==> src/sv/rcdce_pkg.sv <==
package rcdce_pkg;

	typedef enum logic [1:0] {
		ACT_TICK    = 2'd0,
		ACT_PRESS   = 2'd1,
		ACT_RELEASE = 2'd2,
		ACT_AXIS    = 2'd3
	} action_t;

	typedef enum logic [2:0] {
		CTL_UP       = 3'd0,
		CTL_DOWN     = 3'd1,
		CTL_LEFT     = 3'd2,
		CTL_RIGHT    = 3'd3,
		CTL_LIGHT    = 3'd4,
		CTL_BRAKE    = 3'd5,
		CTL_GEAR_FWD = 3'd6,
		CTL_GEAR_REV = 3'd7
	} control_t;

	// configuration port
	localparam int CFG_IDX_W  = 3;
	localparam int CFG_DATA_W = 8;
	localparam logic [CFG_IDX_W-1:0] REG_TOP_SPEED    = 3'd0;
	localparam logic [CFG_IDX_W-1:0] REG_INVERT_X     = 3'd1;
	localparam logic [CFG_IDX_W-1:0] REG_INVERT_Y     = 3'd2;
	localparam logic [CFG_IDX_W-1:0] REG_ACCEL_FACTOR = 3'd3;
	localparam logic [CFG_IDX_W-1:0] REG_STEER_STEP   = 3'd4;

	// light modes
	localparam logic [1:0] LIGHT_OFF   = 2'd0;
	localparam logic [1:0] LIGHT_ON    = 2'd1;
	localparam logic [1:0] LIGHT_BRAKE = 2'd3;

	// held control bits
	localparam int HELD_UP    = 0;
	localparam int HELD_DOWN  = 1;
	localparam int HELD_LEFT  = 2;
	localparam int HELD_RIGHT = 3;
	localparam int HELD_BRAKE = 4;

	// arithmetic constants
	localparam logic [15:0] DEAD_ZONE  = 16'd3200;
	localparam logic [16:0] AXIS_FULL  = 17'd32767;
	localparam logic [7:0]  BRAKE_STEP = 8'd80;
	localparam logic [9:0]  CK_BIAS    = 10'h033;
	localparam logic [9:0]  CK_MAX     = 10'd255;
	localparam logic signed [10:0] WHEEL_MAX = 11'sd255;

	// frame layout
	localparam int FRAME_LEN = 12;
	localparam int FRAME_CNT_W = 4;
	localparam logic [FRAME_CNT_W-1:0] FRAME_LAST_IDX = 4'd11;
	localparam logic [7:0] CH_ZERO = 8'h30;
	localparam logic [7:0] CH_TWO  = 8'h32;
	localparam logic [7:0] CH_P    = 8'h70;
	localparam logic [7:0] CH_A    = 8'h61;

	function automatic logic [7:0] hex_char(input logic [3:0] n);
		logic [7:0] c;
		if (n < 4'd10) c = CH_ZERO + {4'd0, n};
		else c = CH_A + {4'd0, n - 4'd10};
		return c;
	endfunction

endpackage

==> src/sv/rcdce_if.sv <==
interface rcdce_cmd_if;
	logic               valid;
	logic               ready;
	logic [1:0]         action;
	logic [2:0]         control;
	logic               axis_vertical;
	logic signed [15:0] axis_value;

	modport source (output valid, action, control, axis_vertical, axis_value, input ready);
	modport sink   (input valid, action, control, axis_vertical, axis_value, output ready);
endinterface

interface rcdce_frame_if;
	logic       valid;
	logic       ready;
	logic [7:0] frame_char;
	logic       frame_last;

	modport source (output valid, frame_char, frame_last, input ready);
	modport sink   (input valid, frame_char, frame_last, output ready);
endinterface

==> src/sv/rc_car_drive_command_encoder_top.sv <==
// drive command encoder for a remote-controlled car. requests on cmd are press, release and
// axis events, which update speed, wheel, gear, lights and held controls in one registered
// pass and give no output, and ticks, which run brake, speed ramp, steering and clamps in the
// same single registered pass and queue a twelve-character lowercase-hex frame
// "0p" CC WW SS "20" KK. frames leave on the frame channel one character per cycle while
// frame.ready is high, so that serializer sets the sustained tick rate. one finished frame
// can wait behind the one being sent; events keep flowing while a frame drains, but once a
// second frame is waiting every request stalls until that frame moves to the serializer.
// the user must write configuration registers (top speed, axis inversion, accel factor, steer
// step) through cfg_we/cfg_index/cfg_data while the block is idle; the block does not enforce it.
module rc_car_drive_command_encoder_top (
	input  logic                             clk,
	input  logic                             arst_n,
	rcdce_cmd_if.sink                        cmd,
	rcdce_frame_if.source                    frame,
	input  logic                             cfg_we,
	input  logic [rcdce_pkg::CFG_IDX_W-1:0]  cfg_index,
	input  logic [rcdce_pkg::CFG_DATA_W-1:0] cfg_data
);
	import rcdce_pkg::*;

	// configuration registers
	logic [7:0] top_speed_q, accel_factor_q, steer_step_q;
	logic       invert_x_q, invert_y_q;

	// vehicle state
	logic [7:0]        speed_q;
	logic signed [8:0] wheel_q;
	logic [1:0]        light_q;
	logic              fwd_q;
	logic [4:0]        held_q;

	// next state
	logic [7:0]        speed_d;
	logic signed [8:0] wheel_d;
	logic [1:0]        light_d;
	logic              fwd_d;
	logic [4:0]        held_d;

	// handshake
	logic in_fire, tick_fire, out_fire, out_free, load_out;
	action_t  act;
	control_t ctl;

	// pending frame and output shifter
	logic                   pend_valid_q;
	logic [8*FRAME_LEN-1:0] pend_q, frame_new, shift_q;
	logic                   out_valid_q;
	logic [FRAME_CNT_W-1:0] out_cnt_q;

	// axis scaling
	logic        av_neg, av_dead;
	logic [15:0] av_mag;
	logic [23:0] av_prod;
	logic [8:0]  av_q0;
	logic [16:0] av_rem;
	logic [7:0]  av_scaled;

	// tick datapath
	logic [7:0]         spd_brk;
	logic [8:0]         room;
	logic [16:0]        ramp_prod;
	logic [9:0]         inc;
	logic signed [10:0] spd_raw, whl_raw;
	logic [7:0]         spd_new, wmag;
	logic signed [8:0]  whl_new;
	logic [1:0]         light_tick;
	logic [3:0]         ctrl;
	logic [9:0]         ck_sum;
	logic [7:0]         ck;

	assign act = action_t'(cmd.action);
	assign ctl = control_t'(cmd.control);

	assign out_fire  = out_valid_q && frame.ready;
	assign out_free  = !out_valid_q || (out_fire && out_cnt_q == FRAME_LAST_IDX);
	assign load_out  = out_free && pend_valid_q;
	assign cmd.ready = !pend_valid_q || load_out;
	assign in_fire   = cmd.valid && cmd.ready;
	assign tick_fire = in_fire && act == ACT_TICK;

	assign frame.valid      = out_valid_q;
	assign frame.frame_char = shift_q[8*FRAME_LEN-1 -: 8];
	assign frame.frame_last = out_cnt_q == FRAME_LAST_IDX;

	// configuration writes
	always_ff @(posedge clk or negedge arst_n) begin
		if (!arst_n) begin
			top_speed_q    <= 8'd255;
			invert_x_q     <= 1'b0;
			invert_y_q     <= 1'b0;
			accel_factor_q <= 8'd16;
			steer_step_q   <= 8'd32;
		end else if (cfg_we) begin
			case (cfg_index)
				REG_TOP_SPEED:    top_speed_q    <= cfg_data;
				REG_INVERT_X:     invert_x_q     <= cfg_data[0];
				REG_INVERT_Y:     invert_y_q     <= cfg_data[0];
				REG_ACCEL_FACTOR: accel_factor_q <= cfg_data;
				REG_STEER_STEP:   steer_step_q   <= cfg_data;
				default: ;
			endcase
		end
	end

	// axis scaling: |v|*255/32767 truncated; divide by 32767 as >>15 plus one correction
	always_comb begin
		av_neg    = cmd.axis_value[15];
		av_mag    = av_neg ? 16'(-cmd.axis_value) : cmd.axis_value;
		av_dead   = av_mag <= DEAD_ZONE;
		av_prod   = {av_mag, 8'd0} - {8'd0, av_mag};
		av_q0     = av_prod[23:15];
		av_rem    = {2'd0, av_prod[14:0]} + {8'd0, av_q0};
		av_scaled = (av_rem >= AXIS_FULL) ? 8'(av_q0 + 9'd1) : av_q0[7:0];
	end

	// tick: brake, ramp, steer, clamp, then build the frame
	always_comb begin
		if (held_q[HELD_BRAKE]) spd_brk = (speed_q > BRAKE_STEP) ? speed_q - BRAKE_STEP : 8'd0;
		else spd_brk = speed_q;
		room      = 9'd256 - {1'b0, spd_brk};
		ramp_prod = {9'd0, accel_factor_q} * {8'd0, room};
		inc       = {1'b0, ramp_prod[16:8]} + 10'd1;

		if (held_q[HELD_UP]) spd_raw = $signed({3'd0, spd_brk}) + $signed({1'b0, inc});
		else if (held_q[HELD_DOWN]) spd_raw = $signed({3'd0, spd_brk}) - $signed({1'b0, inc});
		else spd_raw = $signed({3'd0, spd_brk});

		if (spd_raw < 0) spd_new = 8'd0;
		else if (spd_raw > $signed({3'd0, top_speed_q})) spd_new = top_speed_q;
		else spd_new = spd_raw[7:0];

		if (held_q[HELD_LEFT]) whl_raw = 11'(wheel_q) - $signed({3'd0, steer_step_q});
		else if (held_q[HELD_RIGHT]) whl_raw = 11'(wheel_q) + $signed({3'd0, steer_step_q});
		else whl_raw = 11'(wheel_q);

		if (whl_raw > WHEEL_MAX) whl_new = 9'sd255;
		else if (whl_raw < -WHEEL_MAX) whl_new = -9'sd255;
		else whl_new = whl_raw[8:0];

		wmag       = whl_new[8] ? 8'(-whl_new) : whl_new[7:0];
		light_tick = held_q[HELD_BRAKE] ? LIGHT_BRAKE : light_q;

		// control byte: direction lamp bits, then steering bits
		if (spd_new != 8'd0) ctrl = fwd_q ? 4'd4 : 4'd8;
		else if (light_tick == LIGHT_ON) ctrl = 4'd4;
		else if (light_tick == LIGHT_BRAKE) ctrl = 4'd8;
		else ctrl = 4'd0;
		if (whl_new > 0) ctrl = ctrl | 4'd2;
		else if (whl_new < 0) ctrl = ctrl | 4'd1;

		// saturating checksum
		ck_sum = {2'd0, spd_new} + {2'd0, wmag} + CK_BIAS;
		ck     = (ck_sum > CK_MAX) ? 8'd255 : ck_sum[7:0];

		frame_new = {CH_ZERO, CH_P, CH_ZERO, hex_char(ctrl),
			hex_char(wmag[7:4]), hex_char(wmag[3:0]),
			hex_char(spd_new[7:4]), hex_char(spd_new[3:0]),
			CH_TWO, CH_ZERO, hex_char(ck[7:4]), hex_char(ck[3:0])};
	end

	// state update per request
	always_comb begin
		speed_d = speed_q;
		wheel_d = wheel_q;
		light_d = light_q;
		fwd_d   = fwd_q;
		held_d  = held_q;
		if (in_fire) begin
			case (act)
				ACT_TICK: begin
					speed_d = spd_new;
					wheel_d = whl_new;
					light_d = light_tick;
				end
				ACT_PRESS: begin
					case (ctl)
						CTL_UP: begin
							light_d = LIGHT_OFF;
							held_d[HELD_UP] = 1'b1;
						end
						CTL_DOWN: begin
							light_d = LIGHT_OFF;
							held_d[HELD_DOWN] = 1'b1;
						end
						CTL_LEFT:     held_d[HELD_LEFT] = 1'b1;
						CTL_RIGHT:    held_d[HELD_RIGHT] = 1'b1;
						CTL_LIGHT:    light_d = (light_q == LIGHT_OFF) ? LIGHT_ON : LIGHT_OFF;
						CTL_BRAKE:    held_d[HELD_BRAKE] = 1'b1;
						CTL_GEAR_FWD: if (speed_q == 8'd0) fwd_d = 1'b1;
						CTL_GEAR_REV: if (speed_q == 8'd0) fwd_d = 1'b0;
						default: ;
					endcase
				end
				ACT_RELEASE: begin
					case (ctl)
						CTL_UP:   held_d[HELD_UP] = 1'b0;
						CTL_DOWN: held_d[HELD_DOWN] = 1'b0;
						CTL_LEFT: begin
							held_d[HELD_LEFT] = 1'b0;
							wheel_d = 9'sd0;
						end
						CTL_RIGHT: begin
							held_d[HELD_RIGHT] = 1'b0;
							wheel_d = 9'sd0;
						end
						CTL_BRAKE: begin
							held_d[HELD_BRAKE] = 1'b0;
							if (light_q == LIGHT_BRAKE) light_d = LIGHT_OFF;
						end
						default: ;
					endcase
				end
				ACT_AXIS: begin
					if (!cmd.axis_vertical) begin
						if (av_dead) wheel_d = 9'sd0;
						else if (av_neg ^ invert_x_q) wheel_d = -$signed({1'b0, av_scaled});
						else wheel_d = $signed({1'b0, av_scaled});
					end else begin
						if (av_dead) speed_d = 8'd0;
						else begin
							// scaled value is never zero outside the dead zone
							speed_d = av_scaled;
							light_d = LIGHT_OFF;
							fwd_d   = av_neg ^ invert_y_q;
						end
					end
				end
				default: ;
			endcase
		end
	end

	always_ff @(posedge clk or negedge arst_n) begin
		if (!arst_n) begin
			speed_q <= 8'd0;
			wheel_q <= 9'sd0;
			light_q <= LIGHT_OFF;
			fwd_q   <= 1'b1;
			held_q  <= 5'd0;
		end else begin
			speed_q <= speed_d;
			wheel_q <= wheel_d;
			light_q <= light_d;
			fwd_q   <= fwd_d;
			held_q  <= held_d;
		end
	end

	// pending frame slot
	always_ff @(posedge clk or negedge arst_n) begin
		if (!arst_n) pend_valid_q <= 1'b0;
		else if (tick_fire) pend_valid_q <= 1'b1;
		else if (load_out) pend_valid_q <= 1'b0;
	end

	always_ff @(posedge clk) begin
		if (tick_fire) pend_q <= frame_new;
	end

	// character serializer
	always_ff @(posedge clk or negedge arst_n) begin
		if (!arst_n) begin
			out_valid_q <= 1'b0;
			out_cnt_q   <= '0;
		end else if (load_out) begin
			out_valid_q <= 1'b1;
			out_cnt_q   <= '0;
		end else if (out_fire) begin
			if (out_cnt_q == FRAME_LAST_IDX) out_valid_q <= 1'b0;
			out_cnt_q <= out_cnt_q + 1'b1;
		end
	end

	always_ff @(posedge clk) begin
		if (load_out) shift_q <= pend_q;
		else if (out_fire) shift_q <= {shift_q[8*FRAME_LEN-9:0], 8'd0};
	end

	// checks
	a_cnt_range: assert property (@(posedge clk) disable iff (!arst_n)
		out_valid_q |-> out_cnt_q <= FRAME_LAST_IDX)
		else $error("frame character counter out of range");

	a_no_overrun: assert property (@(posedge clk) disable iff (!arst_n)
		(pend_valid_q && !load_out) |-> !cmd.ready)
		else $error("pending frame would be overwritten");

	a_speed_clamped: assert property (@(posedge clk) disable iff (!arst_n)
		tick_fire |=> speed_q <= $past(top_speed_q))
		else $error("speed above limit after tick");

	a_wheel_range: assert property (@(posedge clk) disable iff (!arst_n)
		wheel_q != 9'h100)
		else $error("wheel position out of range");

endmodule
==> src/flat_wrapper.sv <==
// flat-port wrapper written by rule: the top's interface ports become plain ports
module rc_car_drive_command_encoder_top_flat import rcdce_pkg::*;
  (clk, arst_n, cfg_we, cfg_index, cfg_data, cmd_valid, cmd_action, cmd_control, cmd_axis_vertical, cmd_axis_value, cmd_ready, frame_valid, frame_frame_char, frame_frame_last, frame_ready);
  rcdce_cmd_if cmd_i ();
  rcdce_frame_if frame_i ();
  input  logic clk;
  input  logic arst_n;
  input  logic cfg_we;
  input  logic [rcdce_pkg::CFG_IDX_W-1:0] cfg_index;
  input  logic [rcdce_pkg::CFG_DATA_W-1:0] cfg_data;
  input wire logic [$bits(cmd_i.valid)-1:0] cmd_valid;
  input wire logic [$bits(cmd_i.action)-1:0] cmd_action;
  input wire logic [$bits(cmd_i.control)-1:0] cmd_control;
  input wire logic [$bits(cmd_i.axis_vertical)-1:0] cmd_axis_vertical;
  input wire logic [$bits(cmd_i.axis_value)-1:0] cmd_axis_value;
  output wire logic [$bits(cmd_i.ready)-1:0] cmd_ready;
  output wire logic [$bits(frame_i.valid)-1:0] frame_valid;
  output wire logic [$bits(frame_i.frame_char)-1:0] frame_frame_char;
  output wire logic [$bits(frame_i.frame_last)-1:0] frame_frame_last;
  input wire logic [$bits(frame_i.ready)-1:0] frame_ready;
  assign cmd_i.valid = cmd_valid;
  assign cmd_i.action = cmd_action;
  assign cmd_i.control = cmd_control;
  assign cmd_i.axis_vertical = cmd_axis_vertical;
  assign cmd_i.axis_value = cmd_axis_value;
  assign cmd_ready = cmd_i.ready;
  assign frame_valid = frame_i.valid;
  assign frame_frame_char = frame_i.frame_char;
  assign frame_frame_last = frame_i.frame_last;
  assign frame_i.ready = frame_ready;
  rc_car_drive_command_encoder_top u_core (.clk(clk), .arst_n(arst_n), .cmd(cmd_i), .frame(frame_i), .cfg_we(cfg_we), .cfg_index(cfg_index), .cfg_data(cfg_data));
endmodule
==> config.mk <==
export PLATFORM = sky130hd
export DESIGN_NAME = rc_car_drive_command_encoder_top_flat
export DESIGN_NICKNAME = d
export VERILOG_FILES = /design/src/sv/rcdce_pkg.sv /design/src/sv/rcdce_if.sv /design/src/sv/rc_car_drive_command_encoder_top.sv /design/src/flat_wrapper.sv
export SDC_FILE = /design/constraint.sdc
export NUM_CORES = 1
export LEC_CHECK = 0
export BUFFER_PORTS_ARGS = -buffer_cell sky130_fd_sc_hd__buf_2
export CAP_MARGIN = 5
export CORE_UTILIZATION = 60
export CTS_CLUSTER_SIZE = 40
export DETAILED_ROUTE_END_ITERATION = 7
export GPL_TIMING_DRIVEN = 0
export HOLD_SLACK_MARGIN = 0.1
export PLACE_DENSITY = 0.76
export SLEW_MARGIN = 20
export SYNTH_ARGS = -nofsm -noshare
export SYNTH_HDL_FRONTEND = slang
export SYNTH_SLANG_ARGS = --single-unit
==> constraint.sdc <==
create_clock -name clk -period 15.5 [get_ports clk]
set_input_delay 3.875 -clock clk [delete_from_list [all_inputs] [get_ports clk]]
set_output_delay 3.875 -clock clk [all_outputs]
set_load 0.02 [all_outputs]
==> impl_metrics.toml, run 1 <==
[outcome]
run_status = "finished with violations"
failed_checks = "design-rule violations"

[synthesis]
synth_enable_flop_cells = 126
synthCells = 1691
synth.avg_cell_area_um2 = 9.57
yosysSeqAreaShare_pct = 32.3
synth-main-ff-cell = "edfxtp_1"
syn_area_um2 = 16200
async_flop_share_pct = 31.1
synth.net_count = 1908
synth_cell_types = 115
yosys_register_bits = 183
yosysWarningCount = 0

[clock_tree]
cts.sinks = 183
clockBufferDepth = 2
htreeDepth = 4
numCtsBuffers = 17
cts_tree = "yes"
clock_latency_ns = 0.45
root_buffer = "clkbuf_16"
cts.reportedPaths.clkPinSlew_ns = 0.07

[detailed_routing]
vias = 12900
vias_per_cell = 6.14
drcViolationCount = 8
drt_first_pass_iters = 7
first_iter_violations = 1006
ant_nets = 0
wirelength_mm = 38.6
routedWlPerCell_um = 18.3

[floorplan]
core.rowCount = 59
die_x_um = 166
start_util_pct = 61.6
die-area_um2 = 27600
ios = 49
core_area_um2 = 26300
die_h_um = 166

[critical_path]
cp-start-kind = "flip-flop"
slowest_stage = "a2111oi_4"
cp_data_required_time_ns = 15.68
r2r_cells = 54
path_common_cell = "ha_1"
crit_fanout = 10
ff2ff_setup_slack_ns = 1.12
r2r-start = "u_core.speed_q[4]"
end_kind = "flip-flop"
crit_start = "u_core.speed_q[4]"
worstReg2RegEnd = "u_core.pend_q[8]"
crit_arrival_ns = 14.56
critPathMaxStageDelay_ns = 0.57
crit_type = "reg -> reg"
crit_path_end = "u_core.pend_q[8]"

[global_routing]
grt_pass1_wl_mm = 62.9
grt_pass1_vias = 12300
track_usage_pct = 28.4
grt_max_degree = 64
antenna_found_initial = 0
grt_overflow_total = 0

[sta]
skew_ns = 0.0162
drv_slew = 0
tns_ns = 0
worst_pin_slew_ns = 0.944
maxSlewHeadroom_pct = 36.8
setup-violations-final = 0
timing.final.crit_share_pct = 92.8
grt_setup_unrepaired = "false"
max_freq_mhz = 69.5
hold_viol_final = 0
min_period_ns = 14.38

[min_path]
min_path_type = "reg -> reg"

[placement]
port_buffers = 44
gp_congestion = 0.928
dpl.hpwl_mm = 30.0

[cells_and_area]
drive_gt1_share_pct = 13.2
nets = 1974
area_delta_synth_final_pct = 8.32

[run]
cap_violations = 0
[kinds of logic (layout without fill, tap and decap cells)]
group | Yosys count | in the layout | synth area share, %
AO/OA/AOI/OAI | 394 | 394 | 17.1
XOR/XNOR | 98 | 98 | 5.53
adder cells (fa/ha/maj) | 180 | 180 | 16.1
buffers and inverters | 194 | 273 | 4.89
flip-flops | 183 | 183 | 32.3
multiplexers | 78 | 78 | 5.28
other | 1 | 2 | 0.0232
AND/OR/NAND/NOR | 563 | 563 | 18.8
[metrics by stage]
step	utilization, %	setup slack (ns)	std cells	area (um^2)	hold slack, ns
floorplan	-	2.80	1691	16200	0.464
global placement	64.0	1.18	2070	16800	0.478
detailed placement	64.2	0.944	2072	16900	0.481
CTS	66.6	0.825	2104	17500	0.491
global route	66.7	0.0962	2105	17500	0.510
finish	66.7	1.12	2106	17500	0.491
[cell type report]
cell class,count,area [um^2]
inverters,129,487
well taps,335,419
clock inverters,15,191
repair buffers,47,278
clock buffers,17,425
flip-flops and latches,183,5220
multi-input cells,1314,10200
diodes,1,2.50
plain buffers,65,308
fillers,2110,8750
[cell usage after synthesis (all sizes together) (8+ instances only)]
master,count,share of area [%]
and3,16,0.62
nand2,122,2.8
nor2,91,2.2
nor2b,48,1.9
dfstp,11,1.8
nand4,16,0.62
or2,31,1.2
o31ai,10,0.49
a211oi,11,0.60
ha,132,10
mux2i,25,1.6
nor4,14,0.62
dfrtp,46,7.1
and2,66,2.6
o21ai,90,2.8
fa,47,5.8
o211ai,8,0.37
mux2,53,3.7
o21a,23,1.1
a22oi,8,0.37
nand3,32,0.99
xor2,41,2.3
inv,128,3.0
a21oi,88,2.7
a31oi,11,0.43
xnor2,56,3.1
or3,15,0.61
buf,24,0.95
o21bai,14,0.65
nor3b,14,0.65
o22ai,9,0.39
nand2b,27,1.0
edfxtp,126,23
clkbuf,41,0.95
a211o,10,0.54
nor3,37,1.2
a21o,19,0.88
[placed cells by master (no fill, tap or decap), types with 9 or more instances in the layout]
| master | count |
|---|---|
| fa_1 | 47 |
| mux2_2 | 52 |
| a31oi_1 | 11 |
| ha_1 | 132 |
| dfstp_2 | 11 |
| a21oi_1 | 87 |
| buf_4 | 10 |
| o21a_1 | 23 |
| and2_1 | 64 |
| nand2_1 | 122 |
| xor2_1 | 40 |
| o21ai_0 | 79 |
| inv_1 | 126 |
| o21bai_1 | 14 |
| clkbuf_1 | 41 |
| buf_2 | 51 |
| nand4_1 | 16 |
| dfrtp_1 | 46 |
| nor3_1 | 36 |
| or3_1 | 14 |
| nor3b_1 | 14 |
| nand2b_1 | 27 |
| nor2_1 | 89 |
| nor4_1 | 11 |
| or2_2 | 31 |
| mux2i_1 | 22 |
| a21o_1 | 19 |
| xnor2_1 | 53 |
| edfxtp_1 | 126 |
| o21ai_1 | 11 |
| nor2b_1 | 48 |
| and3_1 | 16 |
| a211o_1 | 10 |
| clkbuf_16 | 17 |
| o31ai_1 | 9 |
| nand3_1 | 32 |
[repair_timing]
action,CTS,global route
resized for setup,0,4
hold buffers,0,0
buffers inserted,0,1
setup endpoints to repair,0,4
[layer usage]
layer	vias up	GRT usage, %	wire length [um]
li1	6246	-	-
met1	6260	39.9	18200
met2	377	46.1	17700
met3	50	3.98	1920
met4	0	7.85	743
met5	-	0	0
[flip-flops by register name (all words and copies together) (netlist names)]
register / count
u_core.speed_q: 8
u_core.pend_valid_q: 1
u_core.wheel_q: 9
u_core.steer_step_q: 8
u_core.shift_q: 84
u_core.held_q: 5
u_core.accel_factor_q: 8
u_core.fwd_q: 1
u_core.frame.valid: 1
u_core.out_cnt_q: 4
u_core.pend_q: 42
u_core.top_speed_q: 8
u_core.light_q: 2
u_core.invert_y_q: 1
u_core.invert_x_q: 1
[critical path, delay by kind of cell (launching register included)]
| family | cells | cell delay [ns] |
|---|---|---|
| compound gates | 16 | 4.10 |
| xor+xnor | 3 | 0.43 |
| fa+ha+maj | 10 | 3.59 |
| buf+inv | 6 | 0.97 |
| flops | 1 | 0.45 |
| mux | 2 | 0.80 |
| simple gates | 17 | 3.75 |
[worst min-delay path by stage]
stage	start	to	cells past startpoint
global route	u_core.shift_q[13]	u_core.shift_q[21]	1
floorplan	u_core.fwd_q	u_core.fwd_q	2
CTS	u_core.fwd_q	u_core.fwd_q	2
global placement	u_core.fwd_q	u_core.fwd_q	2
finish	u_core.fwd_q	u_core.fwd_q	2
detailed placement	u_core.fwd_q	u_core.fwd_q	2
Power of run 1 is left out: the tool's default activity adds up to more than one toggle a clock period on the data nets, which glitch-free logic cannot reach.
==> inputs of run 2 (changes only) <==
--- a/config.mk
+++ b/config.mk
@@ -5,6 +5,7 @@
 export SDC_FILE = /design/constraint.sdc
 export NUM_CORES = 1
 export LEC_CHECK = 0
+export ABC_CLOCK_PERIOD_IN_PS = 17000
 export BUFFER_PORTS_ARGS = -buffer_cell sky130_fd_sc_hd__buf_2
 export CAP_MARGIN = 5
 export CORE_UTILIZATION = 60
==> constraint.sdc (replaced) <==
create_clock -name clk -period 17 [get_ports clk]
set_input_delay 4.25 -clock clk [delete_from_list [all_inputs] [get_ports clk]]
set_output_delay 4.25 -clock clk [all_outputs]
set_load 0.02 [all_outputs]
==> run 2 against run 1 <==
The flow still finishes with violations (design-rule violations). Sequential share of layout area up 0.058 points. Cell count about the same. Critical path depth down 2. Die area unchanged. Non-clock buffer count down 1. Critical endpoint unchanged. Largest cell class unchanged.
==> impl_metrics.toml, run 2 (synthesis gave the netlist of run 1 again) <==
[floorplan]
core.rowCount = 59
start_util_pct = 61.6
die-area_um2 = 27600
die_x_um = 166
ios = 49
core_area_um2 = 26300
die_h_um = 166

[sta]
min_period_ns = 14.74
drv_slew = 0
timing.final.crit_share_pct = 86.7
hold_viol_final = 0
max_freq_mhz = 67.8
worst_pin_slew_ns = 0.972
grt_setup_unrepaired = "false"
skew_ns = 0.0173
tns_ns = 0
maxSlewHeadroom_pct = 35.0
setup-violations-final = 0

[clock_tree]
post_cts_resized = 0
numCtsBuffers = 17
cts_setup_buffers = 0
clock_latency_ns = 0.45
cts.reportedPaths.clkPinSlew_ns = 0.07
clockBufferDepth = 2
htreeDepth = 4
root_buffer = "clkbuf_16"
cts-hold-fix-buffers = 0
cts_tree = "yes"
cts.sinks = 183

[global_routing]
grt_overflow_total = 0
grt_pass1_vias = 12300
antenna_found_initial = 0
grt_pass1_wl_mm = 62.9
grt_max_degree = 64
track_usage_pct = 28.4

[cells_and_area]
area_delta_synth_final_pct = 8.11
largest_reg_flops = 84
layout.cells.most_common = "ha_1"
drive_gt1_share_pct = 12.9
reg_top3 = "u_core.shift_q (84), u_core.pend_q (42), u_core.wheel_q (9)"
ff_latch_area_um2 = 5220
largest_register = "u_core.shift_q"
final_cell_mix = "ha_1 (132), inv_1 (126), edfxtp_1 (126), nand2_1 (122), nor2_1 (89)"
multi_input_area_um2 = 10200
nets = 1973
fill_cells = 2117

[detailed_routing]
vias = 12900
ant_nets = 0
routedWlPerCell_um = 18.3
vias_per_cell = 6.13
drt_first_pass_iters = 7
wirelength_mm = 38.4
drcViolationCount = 8
first_iter_violations = 1055

[critical_path]
crit_arrival_ns = 14.93
path_common_cell = "ha_1"
crit_fanout = 10
crit_type = "reg -> reg"
slowest_stage = "nor4_1"
end_kind = "flip-flop"
cp_data_required_time_ns = 17.18
critPathMaxStageDelay_ns = 0.70
cp-start-kind = "flip-flop"

[min_path]
min_path_type = "reg -> reg"

[placement]
gp_congestion = 0.928
dpl.hpwl_mm = 30.0
port_buffers = 44

[outcome]
run_status = "finished with violations"
failed_checks = "design-rule violations"

[run]
cap_violations = 0
run 2: final timing paths:
| check | to | cells past startpoint | from | slack [ns] |
|---|---|---|---|---|
| worst max-delay path | u_core.pend_q[8] | 52 | u_core.speed_q[3] | 2.26 |
| min in group asynchronous | u_core.steer_step_q[6] | 1 | arst_n | 3.84 |
| worst min-delay path | u_core.fwd_q | 2 | u_core.fwd_q | 0.49 |
| max in group asynchronous | u_core.out_cnt_q[2] | 1 | arst_n | 12.63 |
| worst min register to register | u_core.fwd_q | 2 | u_core.fwd_q | 0.49 |
| worst max register to register | u_core.pend_q[8] | 52 | u_core.speed_q[3] | 2.26 |
run 2: layer usage:
layer	track usage (%)	routed length, um	part of all wire, %
met5	0	0	0
met4	7.85	744	1.9
met3	3.98	2010	5.2
met2	46.1	17700	46
met1	39.9	18000	47
run 2: layout make-up:
| class | count | area share (%) |
|---|---|---|
| Inverter | 129 | 2.78 |
| Clock buffer | 17 | 2.43 |
| Multi-Input combinational cell | 1314 | 58.1 |
| Buffer | 65 | 1.76 |
| Sequential cell | 183 | 29.9 |
| Clock inverter | 15 | 1.09 |
| Timing Repair Buffer | 46 | 1.54 |
| Antenna cell | 1 | 0.0143 |
| Tap cell | 335 | 2.40 |
run 2: critical path, delay by kind of cell (launching register included):
kind	cells	cell delay [ns]
compound gates	17	4.35
simple gates	16	3.88
fa+ha+maj	9	3.39
mux	2	1.02
buf+inv	5	0.99
xor+xnor	3	0.44
flops	1	0.43
run 2: metrics by stage:
step                      worst slack [ns]  util [%]  cell area [um^2]  instances  hold slack, ns
after floorplan                       4.30         -             16200       1691           0.464
after global placement                2.68      64.0             16800       2070           0.478
after detailed placement              2.44      64.2             16900       2072           0.481
after CTS                             2.33      66.6             17500       2104           0.491
after global routing                  1.17      66.6             17500       2104           0.510
final                                 2.26      66.6             17500       2105           0.492
Power of run 2 is left out for the same reason.
